===== src/rtl/lrlp_pkg.sv =====
// shared types, constants and helpers of the log record line parser
package lrlp_pkg;

	localparam int LEN_WIDTH          = 16;
	localparam int NUMBER_FIELD_CHARS = 50;
	localparam int COOKIE_MAX         = 8;
	localparam int FC_W               = $clog2(NUMBER_FIELD_CHARS + 1);
	localparam int CI_W               = $clog2(COOKIE_MAX + 2);
	localparam int CSEL_W             = (COOKIE_MAX > 1) ? $clog2(COOKIE_MAX) : 1;
	localparam int ACC_W              = 64;
	localparam int QUEUE_DEPTH        = 4;
	localparam int QPTR_W             = $clog2(QUEUE_DEPTH);

	localparam logic [7:0] CH_SPACE = 8'h20;
	localparam logic [7:0] CH_COLON = 8'h3A;
	localparam logic [7:0] CH_LF    = 8'h0A;

	localparam logic [1:0] KIND_URI    = 2'd0;
	localparam logic [1:0] KIND_BODY   = 2'd1;
	localparam logic [1:0] KIND_STATUS = 2'd2;

	localparam logic [1:0] ST_CMD   = 2'd0;
	localparam logic [1:0] ST_TS    = 2'd1;
	localparam logic [1:0] ST_SHORT = 2'd2;
	localparam logic [1:0] ST_BAD   = 2'd3;

	localparam logic [2:0] CFG_HEAD_COOKIE     = 3'd0;
	localparam logic [2:0] CFG_HEAD_COOKIE_LEN = 3'd1;
	localparam logic [2:0] CFG_TAIL_COOKIE     = 3'd2;
	localparam logic [2:0] CFG_TAIL_COOKIE_LEN = 3'd3;
	localparam logic [2:0] CFG_MARK_CHAR       = 3'd4;
	localparam logic [2:0] CFG_STAMP_CHAR      = 3'd5;

	typedef enum logic [3:0] {
		PH_HEAD, PH_FIRST, PH_VERB, PH_TIME, PH_STAMP, PH_ULEN, PH_URI, PH_SEP,
		PH_BLEN, PH_BODY, PH_TAIL_TS, PH_TAIL_CMD, PH_DONE_TS, PH_DONE_CMD, PH_BAD
	} phase_t;

	typedef struct packed {
		logic [1:0]           kind;
		logic [7:0]           obyte;
		logic [1:0]           status;
		logic [31:0]          verb;
		logic [62:0]          stamp;
		logic [LEN_WIDTH-1:0] ulen;
		logic [LEN_WIDTH-1:0] blen;
	} result_t;

	typedef struct packed {
		logic full;
		logic empty;
	} queue_stat_t;

	function automatic logic [4:0] hex_val(input logic [7:0] c);
		logic [4:0] v;
		if (c >= 8'h30 && c <= 8'h39) v = 5'(c - 8'h30);
		else if (c >= 8'h61 && c <= 8'h66) v = 5'(c - 8'h57);
		else if (c >= 8'h41 && c <= 8'h46) v = 5'(c - 8'h37);
		else v = 5'd16;
		return v;
	endfunction

	function automatic logic [CI_W-1:0] clamp_len(input logic [3:0] n);
		logic [CI_W-1:0] r;
		if (n == 4'd0) r = CI_W'(1);
		else if (32'(n) > COOKIE_MAX) r = CI_W'(COOKIE_MAX);
		else r = CI_W'(n);
		return r;
	endfunction

endpackage


===== src/rtl/lrlp_front.sv =====
// front end: configuration, byte acceptance and line parsing
module lrlp_front (
	input  logic                 clk,
	input  logic                 arst_n,
	input  logic                 in_valid,
	output logic                 in_stall,
	input  logic [7:0]           data_byte,
	input  logic                 cfg_we,
	input  logic [2:0]           cfg_index,
	input  logic [63:0]          cfg_data,
	input  lrlp_pkg::queue_stat_t qstat,
	output logic                 push,
	output lrlp_pkg::result_t    push_item
);

	logic [63:0] head_cookie_q, tail_cookie_q;
	logic [3:0]  head_len_q, tail_len_q;
	logic [7:0]  mark_q, stamp_q;

	lrlp_pkg::phase_t                  phase_q, ph_n;
	logic [lrlp_pkg::CI_W-1:0]         ci_q, ci_n, ci_inc, hl, tl;
	logic                              hm_q, hm_n;
	logic [lrlp_pkg::ACC_W-1:0]        acc_q, acc_n, acc_sh;
	logic [lrlp_pkg::FC_W-1:0]         fc_q, fc_n, fc_inc;
	logic [31:0]                       verb_q, verb_n;
	logic [lrlp_pkg::LEN_WIDTH-1:0]    ulen_q, ulen_n, bl_q, bl_n, blen_q, blen_n;
	logic [4:0]                        hv;
	logic                              dig_ok, fit32, fit63, fitlen;
	logic                              emit, fire, is_lf, short_line;
	logic [1:0]                        emit_kind;
	logic [7:0]                        head_ch, tail_ch;

	assign in_stall = qstat.full;
	assign fire     = in_valid && !in_stall;
	assign is_lf    = (data_byte == lrlp_pkg::CH_LF);

	always_ff @(posedge clk or negedge arst_n) begin
		if (!arst_n) begin
			head_cookie_q <= '0;
			tail_cookie_q <= '0;
			head_len_q    <= 4'd1;
			tail_len_q    <= 4'd1;
			mark_q        <= '0;
			stamp_q       <= '0;
		end else if (cfg_we) begin
			unique case (cfg_index)
				lrlp_pkg::CFG_HEAD_COOKIE:     head_cookie_q <= cfg_data;
				lrlp_pkg::CFG_HEAD_COOKIE_LEN: head_len_q    <= cfg_data[3:0];
				lrlp_pkg::CFG_TAIL_COOKIE:     tail_cookie_q <= cfg_data;
				lrlp_pkg::CFG_TAIL_COOKIE_LEN: tail_len_q    <= cfg_data[3:0];
				lrlp_pkg::CFG_MARK_CHAR:       mark_q        <= cfg_data[7:0];
				lrlp_pkg::CFG_STAMP_CHAR:      stamp_q       <= cfg_data[7:0];
				default: ;
			endcase
		end
	end

	assign hl      = lrlp_pkg::clamp_len(head_len_q);
	assign tl      = lrlp_pkg::clamp_len(tail_len_q);
	assign ci_inc  = ci_q + lrlp_pkg::CI_W'(1);
	assign head_ch = head_cookie_q[8*ci_q[lrlp_pkg::CSEL_W-1:0] +: 8];
	assign tail_ch = tail_cookie_q[8*ci_q[lrlp_pkg::CSEL_W-1:0] +: 8];
	assign hv      = lrlp_pkg::hex_val(data_byte);
	assign fc_inc  = fc_q + lrlp_pkg::FC_W'(1);
	assign dig_ok  = (hv != 5'd16) &&
		(32'(fc_inc) < lrlp_pkg::NUMBER_FIELD_CHARS);
	assign fit32   = (acc_q[lrlp_pkg::ACC_W-1:28] == '0);
	assign fit63   = (acc_q[lrlp_pkg::ACC_W-1:59] == '0);
	assign fitlen  = (acc_q[lrlp_pkg::ACC_W-1:lrlp_pkg::LEN_WIDTH-4] == '0);
	assign acc_sh  = {acc_q[lrlp_pkg::ACC_W-5:0], hv[3:0]};
	assign short_line = (phase_q == lrlp_pkg::PH_HEAD) && (ci_inc < hl);

	always_comb begin
		ph_n      = phase_q;
		ci_n      = ci_q;
		hm_n      = hm_q;
		acc_n     = acc_q;
		fc_n      = fc_q;
		verb_n    = verb_q;
		ulen_n    = ulen_q;
		bl_n      = bl_q;
		blen_n    = blen_q;
		emit      = 1'b0;
		emit_kind = lrlp_pkg::KIND_URI;
		unique case (phase_q)
			lrlp_pkg::PH_HEAD: begin
				if (data_byte != head_ch) hm_n = 1'b1;
				ci_n = ci_inc;
				if (ci_inc >= hl) begin
					ph_n  = (hm_q || data_byte != head_ch) ? lrlp_pkg::PH_BAD
						: lrlp_pkg::PH_FIRST;
					acc_n = '0;
					fc_n  = '0;
				end
			end
			lrlp_pkg::PH_FIRST: begin
				if (data_byte == lrlp_pkg::CH_SPACE) ph_n = lrlp_pkg::PH_BAD;
				else if (data_byte == mark_q) begin
					fc_n = lrlp_pkg::FC_W'(1);
					ph_n = lrlp_pkg::PH_TIME;
				end else if (dig_ok && fit32) begin
					fc_n  = fc_inc;
					acc_n = acc_sh;
					ph_n  = lrlp_pkg::PH_VERB;
				end else ph_n = lrlp_pkg::PH_BAD;
			end
			lrlp_pkg::PH_VERB: begin
				if (data_byte == lrlp_pkg::CH_SPACE) begin
					verb_n = acc_q[31:0];
					acc_n  = '0;
					fc_n   = '0;
					ph_n   = lrlp_pkg::PH_ULEN;
				end else if (dig_ok && fit32) begin
					fc_n  = fc_inc;
					acc_n = acc_sh;
				end else ph_n = lrlp_pkg::PH_BAD;
			end
			lrlp_pkg::PH_TIME: begin
				if (data_byte == lrlp_pkg::CH_SPACE) begin
					ph_n = (fc_q < lrlp_pkg::FC_W'(2) || acc_q == '0) ? lrlp_pkg::PH_BAD
						: lrlp_pkg::PH_STAMP;
				end else if (dig_ok && fit63) begin
					fc_n  = fc_inc;
					acc_n = acc_sh;
				end else ph_n = lrlp_pkg::PH_BAD;
			end
			lrlp_pkg::PH_STAMP: begin
				if (data_byte == stamp_q) begin
					ph_n = lrlp_pkg::PH_TAIL_TS;
					ci_n = '0;
				end else ph_n = lrlp_pkg::PH_BAD;
			end
			lrlp_pkg::PH_ULEN: begin
				if (data_byte == lrlp_pkg::CH_COLON) begin
					if (fc_q == '0 || acc_q == '0) ph_n = lrlp_pkg::PH_BAD;
					else begin
						ulen_n = acc_q[lrlp_pkg::LEN_WIDTH-1:0];
						bl_n   = acc_q[lrlp_pkg::LEN_WIDTH-1:0];
						acc_n  = '0;
						fc_n   = '0;
						ph_n   = lrlp_pkg::PH_URI;
					end
				end else if (dig_ok && fitlen) begin
					fc_n  = fc_inc;
					acc_n = acc_sh;
				end else ph_n = lrlp_pkg::PH_BAD;
			end
			lrlp_pkg::PH_URI: begin
				emit      = 1'b1;
				emit_kind = lrlp_pkg::KIND_URI;
				bl_n      = bl_q - lrlp_pkg::LEN_WIDTH'(1);
				if (bl_q == lrlp_pkg::LEN_WIDTH'(1)) ph_n = lrlp_pkg::PH_SEP;
			end
			lrlp_pkg::PH_SEP: begin
				ph_n = (data_byte == lrlp_pkg::CH_SPACE) ? lrlp_pkg::PH_BLEN
					: lrlp_pkg::PH_BAD;
			end
			lrlp_pkg::PH_BLEN: begin
				if (data_byte == lrlp_pkg::CH_COLON) begin
					if (fc_q == '0) ph_n = lrlp_pkg::PH_BAD;
					else begin
						blen_n = acc_q[lrlp_pkg::LEN_WIDTH-1:0];
						bl_n   = acc_q[lrlp_pkg::LEN_WIDTH-1:0];
						acc_n  = '0;
						fc_n   = '0;
						ci_n   = '0;
						ph_n   = (acc_q == '0) ? lrlp_pkg::PH_TAIL_CMD : lrlp_pkg::PH_BODY;
					end
				end else if (dig_ok && fitlen) begin
					fc_n  = fc_inc;
					acc_n = acc_sh;
				end else ph_n = lrlp_pkg::PH_BAD;
			end
			lrlp_pkg::PH_BODY: begin
				emit      = 1'b1;
				emit_kind = lrlp_pkg::KIND_BODY;
				bl_n      = bl_q - lrlp_pkg::LEN_WIDTH'(1);
				if (bl_q == lrlp_pkg::LEN_WIDTH'(1)) begin
					ph_n = lrlp_pkg::PH_TAIL_CMD;
					ci_n = '0;
				end
			end
			lrlp_pkg::PH_TAIL_TS, lrlp_pkg::PH_TAIL_CMD: begin
				if (data_byte != tail_ch) ph_n = lrlp_pkg::PH_BAD;
				else begin
					ci_n = ci_inc;
					if (ci_inc >= tl) begin
						ph_n = (phase_q == lrlp_pkg::PH_TAIL_TS) ? lrlp_pkg::PH_DONE_TS
							: lrlp_pkg::PH_DONE_CMD;
					end
				end
			end
			default: ;
		endcase
	end

	always_comb begin
		push_item = '0;
		push      = 1'b0;
		if (fire) begin
			if (!is_lf) begin
				push            = emit;
				push_item.kind  = emit_kind;
				push_item.obyte = data_byte;
			end else begin
				push           = 1'b1;
				push_item.kind = lrlp_pkg::KIND_STATUS;
				if (short_line) push_item.status = lrlp_pkg::ST_SHORT;
				else if (ph_n == lrlp_pkg::PH_DONE_CMD) begin
					push_item.status = lrlp_pkg::ST_CMD;
					push_item.verb   = verb_n;
					push_item.ulen   = ulen_n;
					push_item.blen   = blen_n;
				end else if (ph_n == lrlp_pkg::PH_DONE_TS) begin
					push_item.status = lrlp_pkg::ST_TS;
					push_item.stamp  = acc_n[62:0];
				end else push_item.status = lrlp_pkg::ST_BAD;
			end
		end
	end

	always_ff @(posedge clk or negedge arst_n) begin
		if (!arst_n) begin
			phase_q <= lrlp_pkg::PH_HEAD;
			ci_q    <= '0;
			hm_q    <= 1'b0;
			acc_q   <= '0;
			fc_q    <= '0;
			verb_q  <= '0;
			ulen_q  <= '0;
			bl_q    <= '0;
			blen_q  <= '0;
		end else if (fire) begin
			if (is_lf) begin
				phase_q <= lrlp_pkg::PH_HEAD;
				ci_q    <= '0;
				hm_q    <= 1'b0;
				acc_q   <= '0;
				fc_q    <= '0;
				verb_q  <= '0;
				ulen_q  <= '0;
				bl_q    <= '0;
				blen_q  <= '0;
			end else begin
				phase_q <= ph_n;
				ci_q    <= ci_n;
				hm_q    <= hm_n;
				acc_q   <= acc_n;
				fc_q    <= fc_n;
				verb_q  <= verb_n;
				ulen_q  <= ulen_n;
				bl_q    <= bl_n;
				blen_q  <= blen_n;
			end
		end
	end

endmodule


===== src/rtl/lrlp_queue.sv =====
// short result queue between the parser and the output stage
module lrlp_queue (
	input  logic                  clk,
	input  logic                  arst_n,
	input  logic                  push,
	input  lrlp_pkg::result_t     push_item,
	input  logic                  pop,
	output lrlp_pkg::result_t     head_item,
	output lrlp_pkg::queue_stat_t qstat
);

	lrlp_pkg::result_t             mem_q [lrlp_pkg::QUEUE_DEPTH];
	logic [lrlp_pkg::QPTR_W-1:0]   wr_q, rd_q;
	logic [lrlp_pkg::QPTR_W:0]     cnt_q;
	logic                          do_pop;

	assign qstat.full  = (cnt_q == (lrlp_pkg::QPTR_W+1)'(lrlp_pkg::QUEUE_DEPTH));
	assign qstat.empty = (cnt_q == '0);
	assign do_pop      = pop && !qstat.empty;
	assign head_item   = mem_q[rd_q];

	always_ff @(posedge clk) begin
		if (push) mem_q[wr_q] <= push_item;
	end

	always_ff @(posedge clk or negedge arst_n) begin
		if (!arst_n) begin
			wr_q  <= '0;
			rd_q  <= '0;
			cnt_q <= '0;
		end else begin
			if (push) wr_q <= wr_q + lrlp_pkg::QPTR_W'(1);
			if (do_pop) rd_q <= rd_q + lrlp_pkg::QPTR_W'(1);
			cnt_q <= cnt_q + (lrlp_pkg::QPTR_W+1)'(push) - (lrlp_pkg::QPTR_W+1)'(do_pop);
		end
	end

endmodule


===== src/rtl/lrlp_back.sv =====
// back end: output register that drains the result queue
module lrlp_back (
	input  logic                  clk,
	input  logic                  arst_n,
	input  lrlp_pkg::queue_stat_t qstat,
	input  lrlp_pkg::result_t     head_item,
	output logic                  pop,
	output logic                  out_valid,
	input  logic                  out_stall,
	output lrlp_pkg::result_t     out_item
);

	logic              valid_q;
	lrlp_pkg::result_t item_q;
	logic              load;

	assign load      = !valid_q || !out_stall;
	assign pop       = load && !qstat.empty;
	assign out_valid = valid_q;
	assign out_item  = item_q;

	always_ff @(posedge clk or negedge arst_n) begin
		if (!arst_n) valid_q <= 1'b0;
		else if (load) valid_q <= !qstat.empty;
	end

	always_ff @(posedge clk) begin
		if (pop) item_q <= head_item;
	end

endmodule


===== src/rtl/log_record_line_parser.sv =====
// top level of the log record line parser
// throughput: one byte per cycle while in_stall is low, set by the parser state update
// path: a result is written into the queue as its byte is taken, then moves to the output register
// a four-entry result queue and an output register decouple the two sides
// reset: asynchronous, clears line state, queue and output valid;
// configuration returns to its reset values
module log_record_line_parser (
	input  logic                          clk,
	input  logic                          arst_n,
	input  logic                          in_valid,
	output logic                          in_stall,
	input  logic [7:0]                    data_byte,
	input  logic                          cfg_we,
	input  logic [2:0]                    cfg_index,
	input  logic [63:0]                   cfg_data,
	output logic                          out_valid,
	input  logic                          out_stall,
	output logic [1:0]                    out_kind,
	output logic [7:0]                    out_byte,
	output logic [1:0]                    status,
	output logic [31:0]                   verb,
	output logic [62:0]                   stamp_value,
	output logic [lrlp_pkg::LEN_WIDTH-1:0] uri_length,
	output logic [lrlp_pkg::LEN_WIDTH-1:0] body_length
);

	lrlp_pkg::queue_stat_t qstat;
	lrlp_pkg::result_t     push_item, head_item, out_item;
	logic                  push, pop;

	lrlp_front u_front (
		.clk, .arst_n, .in_valid, .in_stall, .data_byte,
		.cfg_we, .cfg_index, .cfg_data, .qstat, .push, .push_item
	);

	lrlp_queue u_queue (
		.clk, .arst_n, .push, .push_item, .pop, .head_item, .qstat
	);

	lrlp_back u_back (
		.clk, .arst_n, .qstat, .head_item, .pop, .out_valid, .out_stall, .out_item
	);

	assign out_kind    = out_item.kind;
	assign out_byte    = out_item.obyte;
	assign status      = out_item.status;
	assign verb        = out_item.verb;
	assign stamp_value = out_item.stamp;
	assign uri_length  = out_item.ulen;
	assign body_length = out_item.blen;

endmodule


===== config.mk =====
export PLATFORM = sky130hd
export DESIGN_NAME = log_record_line_parser
export DESIGN_NICKNAME = d
export VERILOG_FILES = /design/src/rtl/lrlp_pkg.sv /design/src/rtl/lrlp_front.sv /design/src/rtl/lrlp_queue.sv /design/src/rtl/lrlp_back.sv /design/src/rtl/log_record_line_parser.sv
export SDC_FILE = /design/constraint.sdc
export NUM_CORES = 1
export LEC_CHECK = 0
export BUFFER_PORTS_ARGS = -buffer_cell sky130_fd_sc_hd__buf_2
export CORE_MARGIN = 1.5
export CORE_UTILIZATION = 55
export DETAILED_ROUTE_END_ITERATION = 8
export PLACE_DENSITY_LB_ADDON = 0.15
export SETUP_SLACK_MARGIN = 0.4
export SLEW_MARGIN = 20
export SYNTH_ARGS = -nofsm -noshare
export SYNTH_HDL_FRONTEND = slang
export SYNTH_SLANG_ARGS = --single-unit

===== constraint.sdc =====
create_clock -name clk -period 12.5 [get_ports clk]
set_input_delay 0.625 -clock clk [delete_from_list [all_inputs] [get_ports clk]]
set_output_delay 0.625 -clock clk [all_outputs]
set_load 0.02 [all_outputs]

Word-level counts from Yosys, hierarchy flattened
Memories as Yosys holds them, arrays and structs flattened. A register that Yosys moved wholly into a read port is not among the register bits.
Cells that the tools add are included.
{ "op_classes": {"mux": 105, "n_reduce_logical": 47, "n_shift": 2, "add_sub_neg": 10, "eq_ne": 42, "magnitude_cmp": 13} }
{ "ops": {"columns": ["operator", "n"], "rows": [
  ["64-bit two-way mux", 13],
  ["64-bit one-hot mux with 6 select lines", 1],
  ["16-bit two-way mux", 13],
  ["32-bit two-way mux", 5],
  ["139-bit two-way mux", 1],
  ["129-bit two-way mux", 1],
  ["64-bit by 7-bit variable part select with 8-bit output", 2],
  ["127-bit two-way mux", 1],
  ["63-bit two-way mux", 2],
  ["4-bit two-way mux", 30],
  ["6-bit two-way mux", 13],
  ["64-bit logical NOT", 1],
  ["52-bit logical NOT", 1],
  ["16-bit one-hot mux with 3 select lines", 1],
  ["4-bit one-hot mux with 11 select lines", 1],
  ["36-bit logical NOT", 1],
  ["6-bit one-hot mux with 6 select lines", 1],
  ["4-bit == test, second input constant", 6],
  ["3-bit by 2-bit inequality test with 1-bit output, second input constant", 7],
  ["4-bit one-hot mux with 5 select lines", 1],
  ["16-bit by 1-bit == test with 1-bit output, second input constant", 1],
  ["4-bit by 3-bit == test with 1-bit output, second input constant", 4],
  ["8-bit by 6-bit == test with 1-bit output, second input constant", 2],
  ["8-bit == test", 2],
  ["49 further kinds", 108]
]} }
{ "totals": {"ff_bits": 319, "ram_bits": 556, "mem_count": 1, "inputBits": 80, "word_cells": 240} }
{ "mem_list": {"columns": ["name", "depth", "width", "rd", "rd_clocked_by_memory_dff", "write_ports", "line_no", "text"], "rows": [
  ["u_queue.mem_q", 4, 139, 1, 1, 1, "lrlp_queue.sv:12", "lrlp_pkg::result_t mem_q [lrlp_pkg::QUEUE_DEPTH];"]
]} }

Logic depth before layout (Yosys ltp)
{ "depth": {"word_depth": 18, "mapped_depth": 16, "ltp_nobuf": 13} }

By module
Synthesis repeated with hierarchy kept, for this count alone.
{ "unflattened": {"cells_unflattened": 2597, "area_unflattened_um2": 42346.9} }
{ "modules_own_cells": {"columns": ["module", "n_inst", "area_each_um2", "cells_each"], "rows": [
  ["lrlp_queue", 1, 20454.6, 763],
  ["lrlp_front", 1, 17678.2, 1692],
  ["lrlp_back", 1, 4214.0, 142]
]} }

Least setup slack after synthesis
Ideal clock, no wire load.
{ "synth_path": {"path_kind": "flip-flop to flip-flop", "start": "register u_back.valid_q, in the netlist u_back.out_valid", "end": "register u_queue.cnt_q[2] (netlist name)", "t_arrival_ps": 9270, "path_stages_with_launch": 9, "setup_time_ps": 123, "slack_ps": 3107, "required_time_ps": 12377, "path_buffers": 0, "synth_period_minus_slack_ps": 9393, "cell_sequence": "dfrtp_1 > a21oi_1 > ha_1 > inv_1 > ha_1 > inv_1 > fa_1 > xnor2_1 > xnor2_1"} }
{ "synth_via": {"elab_chain_cells": 5} }
{ "synth_lines": {"columns": ["item", "line_no", "text"], "rows": [
  ["from (decl)", "lrlp_back.sv:13", "logic valid_q;"],
  ["from (signal assigned)", "lrlp_back.sv:24", "else if (load) valid_q <= !qstat.empty;"],
  ["1-bit logical NOT", "lrlp_back.sv:17", "assign load = !valid_q || !out_stall;"],
  ["1-bit logical OR", "lrlp_back.sv:17", null],
  ["1-bit logical AND", "lrlp_back.sv:18", "assign pop = load && !qstat.empty;"],
  ["via pop", "log_record_line_parser.sv:29", "logic push, pop;"],
  ["1-bit logical AND", "lrlp_queue.sv:19", "assign do_pop = pop && !qstat.empty;"],
  ["3-bit by 1-bit subtractor with 3-bit output", "lrlp_queue.sv:34", "cnt_q <= cnt_q + (lrlp_pkg::QPTR_W+1)'(push) - (lrlp_pkg::QPTR_W+1)'(do_pop);"],
  ["to (signal assigned)", "lrlp_queue.sv:34", null],
  ["to (decl)", "lrlp_queue.sv:14", "logic [lrlp_pkg::QPTR_W:0] cnt_q;"]
]} }
The timed path passes the listed nets, and every way through them passes these cells.
A chain may end at the register's enable or synchronous reset.

Worst setup path after layout
{ "layout_path": {"start": "register u_front.phase_q[3]", "end": "memory u_queue.mem_q[1][62] (netlist name) (enable)"} }
{ "layout_via": {"elab_chain_cells": 7, "word_cells_on_any_way": 8} }
{ "layout_lines": {"columns": ["item", "line_no", "text"], "rows": [
  ["from (decl)", "lrlp_front.sv:20", "lrlp_pkg::phase_t phase_q, ph_n;"],
  ["from (signal assigned)", "lrlp_front.sv:224", "phase_q <= lrlp_pkg::PH_HEAD;"],
  ["from (signal assigned)", "lrlp_front.sv:235", "phase_q <= lrlp_pkg::PH_HEAD;"],
  ["from (signal assigned)", "lrlp_front.sv:245", "phase_q <= ph_n;"],
  ["4-bit by 3-bit == test with 1-bit output / 4-bit == test (equally long branches)", "lrlp_front.sv:85", "unique case (phase_q)"],
  ["2-bit OR reduction (no source line) *", null, null],
  ["1-bit two-way mux *", "lrlp_front.sv:85", null],
  ["1-bit two-way mux *", "lrlp_front.sv:201", "if (!is_lf) begin"],
  ["1-bit two-way mux *", "lrlp_front.sv:200", "if (fire) begin"],
  ["via push", "log_record_line_parser.sv:29", null],
  ["1-bit two-way mux *", "lrlp_queue.sv:23", "if (push) mem_q[wr_q] <= push_item;"],
  ["1-bit two-way mux (not written as such) *", "lrlp_queue.sv:23", null],
  ["to (decl)", "lrlp_queue.sv:12", null]
]} }
The timed path passes the listed nets; every way through them passes the cells marked *.

==> impl_metrics.env <==
export IMPL_yosysSeqAreaShare_pct=69.5
export IMPL_die_area_um2=77100
export IMPL_synth_area_um2=41500
export IMPL_final_antenna_net_count=0
export IMPL_endpoint_kind="register"
export IMPL_routed_top_layer="met4"
export IMPL_cts_made_buffers=100
export IMPL_hold_viol=0
export IMPL_synth_edf_count=695
export IMPL_cts_sinks=1014
export IMPL_worst_pin_slew_ns=1.27
export IMPL_rows=100
export IMPL_io_buffers=220
export IMPL_gp_congestion=0.876
export IMPL_setup_violations=0
export IMPL_grt_ovfl_total=0
export IMPL_first_pass_iters=6
export IMPL_crit_path_frequent_cell="buf_4"
export IMPL_fin_nets=2882
export IMPL_die_x_um=278
export IMPL_slew_viol_final=0
export IMPL_ys_top_cells_by_area="edfxtp_1 (50%), dfrtp_1 (19%), mux4_2 (7.5%), mux2_2 (4.2%), a22o_1 (3.0%)"
export IMPL_via_count=23800
export IMPL_htreeDepth=3
export IMPL_clk_pin_slew_worst_paths_ns=0.06
export IMPL_wl_met2_um=46600
export IMPL_io_pins=221
export IMPL_syn_to_final_growth_pct=12.8
export IMPL_vias_per_cell=6.21
export IMPL_ys_warn_count=0
export IMPL_cts_root_buf="clkbuf_16"
export IMPL_critPathLaunch="u_front.phase_q[3]$_DFFE_PN0P_"
export IMPL_r2r_start="u_front.phase_q[3]$_DFFE_PN0P_"
export IMPL_drtIter0Drc=2313
export IMPL_slowest_stage="buf_4"
export IMPL_synth_avg_cell_area_um2=16.0
export IMPL_arrival_ns=5.42
export IMPL_powerDensity_nw_per_um2=209
export IMPL_cp_required_ns=12.77
export IMPL_drive_gt1_share_pct=25.9
export IMPL_crit_path_max_incr_delay_ns=0.92
export IMPL_power_leakage_nw=17.2
export IMPL_synth_ff_type="edfxtp_1"
export IMPL_post_cts_buffers=0
export IMPL_grt_usage_pct=24.9
export IMPL_dp_hpwl_um=57800
export IMPL_synthCells=2586
export IMPL_synth_most_common_cell="edfxtp_1"
export IMPL_multi_input_area_um2=12000
export IMPL_fmax_mhz=194
export IMPL_period_needed_ns=5.16
export IMPL_skew_ns=0.0242
export IMPL_maxCapViolations=0
export IMPL_synthArstFlopShare_pct=31.5
export IMPL_synth_distinct_cells=78
export IMPL_wl_met1_um=40300
export IMPL_route_detailed_wl_per_inst_um=24.8
export IMPL_fp_coreArea_um2=74600
export IMPL_clock_path_buffers=3
export IMPL_finalCritPeriodShare_pct=41.3
export IMPL_fin_tns_setup_ns=0
export IMPL_crit_type="register to register"
export IMPL_syn_num_nets=2690
export IMPL_insertion_delay_ns=0.66
export IMPL_grt_max_degree=142
export IMPL_critPathLaunchType="register"
export IMPL_peakVddDrop_mv=0.143
export IMPL_synth_top_area_cell="edfxtp_1"
export IMPL_yosys_top_cells_count="edfxtp_1 (695), dfrtp_1 (317), nand2_1 (161)"
export IMPL_drc=0
export IMPL_ff_latch_area_um2=28900
export IMPL_cts_tree="yes"
export IMPL_postCtsResizedCells=0
export IMPL_cp_num_buf_inv=2
export IMPL_outcome="complete, no violations"
export IMPL_start_util_pct=55.6
export IMPL_synth_top_area_share_pct=50.3
export IMPL_rsz0062_at_grt="false"
export IMPL_wl_met3_um=5610
export IMPL_die_h_um=278
export IMPL_fillers=5440
export IMPL_grt_pass1_vias=24300
export IMPL_finish_utilization_pct=62.8
export IMPL_finalPower_w=0.00977
export IMPL_grt_pass1_wl_um=147000
export IMPL_crit_family="buffers and inverters"
export IMPL_wl_um=95100
export IMPL_critPathMaxFanout=65
export IMPL_hp_class="input pin to asynchronous set/reset pin"
export IMPL_synth_seq_cells=1014
export IMPL_maxSlewHeadroom_pct=15.0
export IMPL_cts_hold_buf=0
export IMPL_cp_cell_sequence="nor2b_1 > nand2_1 > and2_2 > a21oi_1 > and2_4 > buf_4 > buf_4"
export IMPL_antenna_found_initial=0
-- layout make-up --
cell class              count  share of cell area (%)
flip-flops and latches   1014                    61.7
well taps                 969                    2.59
clock inverters            51                   0.962
inverters                  23                   0.184
multi-input cells        1381                    25.5
diodes                      1                 0.00534
repair buffers            258                    3.08
clock buffers             137                    5.99
-- stage by stage --
step	cells	cell area, um2	hold WS (ns)	setup slack [ns]
after floorplan	2586	41500	0.329	3.11
after global placement	3644	43500	0.462	7.16
after detailed placement	3644	43500	0.466	6.93
after CTS	3832	46800	0.107	7.20
after global routing	3833	46800	0.146	6.95
final	3834	46800	0.0732	7.34
-- cells by family (layout without fill, tap and decap cells) --
group | Yosys count | after routing | synth area share, %
flops | 1014 | 1014 | 69.5
simple gates | 488 | 488 | 5.64
compound gates | 473 | 473 | 8.05
mux | 372 | 372 | 13.6
buf+inv | 191 | 469 | 1.90
fa+ha+maj | 24 | 24 | 0.742
xor+xnor | 24 | 24 | 0.507
other cells | 0 | 1 | 0
-- per-layer routing --
layer	vias up	track usage (%)
li1	10500	-
met2	850	40.6
met5	-	0
met1	12300	34.9
met4	0	7.73
met3	176	3.66
-- final timing paths --
| path | slack, ns | depth (start not counted) | end |
|---|---|---|---|
| min in group clk | 0.22 | 3 | u_back.out_valid$_DFFE_PN0N_ |
| worst min register to register | 0.48 | 1 | u_front.acc_q[63]$_DFFE_PN0P_ |
| worst min-delay path | 0.07 | 1 | u_front.tail_cookie_q[62]$_DFFE_PN0P_ |
| max in group asynchronous | 10.12 | 3 | u_front.acc_q[21]$_DFFE_PN0P_ |
| worst max register to register | 7.34 | 7 | u_queue.mem_q[1][62]$_DFFE_PP_ |
| worst max-delay path | 7.34 | 7 | u_queue.mem_q[1][62]$_DFFE_PP_ |
-- registers in the layout, summed over array words and instances, names as in the netlist --
| name | flops |
|---|---|
| u_front.tail_cookie_q | 64 |
| u_queue.rd_q | 2 |
| u_front.acc_q | 64 |
| u_front.ci_q | 4 |
| u_front.verb_q | 32 |
| u_front.phase_q | 4 |
| u_front.head_cookie_q | 64 |
| u_front.head_len_q | 4 |
| u_back.out_item | 139 |
| u_back.out_valid | 1 |
| u_front.stamp_q | 8 |
| u_front.fc_q | 6 |
| u_queue.mem_q | 556 |
| u_front.hm_q | 1 |
| u_front.bl_q | 16 |
| u_queue.wr_q | 2 |
| u_front.mark_q | 8 |
| u_queue.cnt_q | 3 |
| u_front.ulen_q | 16 |
| u_front.blen_q | 16 |
| u_front.tail_len_q | 4 |
-- where the power goes --
part           internal (W)  switching [W]
Clock               0.00170        0.00125
Combinational      0.000946        0.00151
Sequential          0.00411       0.000249
-- cells in the final DEF, fill, tap and decap left out, types with 98 or more instances in the layout --
cell type  count
a21oi_1       98
a22o_1       143
buf_2        219
clkbuf_16    102
dfrtp_1      314
edfxtp_1     695
mux2_2       153
mux4_2       139
nand2_1      161
nor2_1       147
No activity file was read; power rests on OpenSTA's default activity.
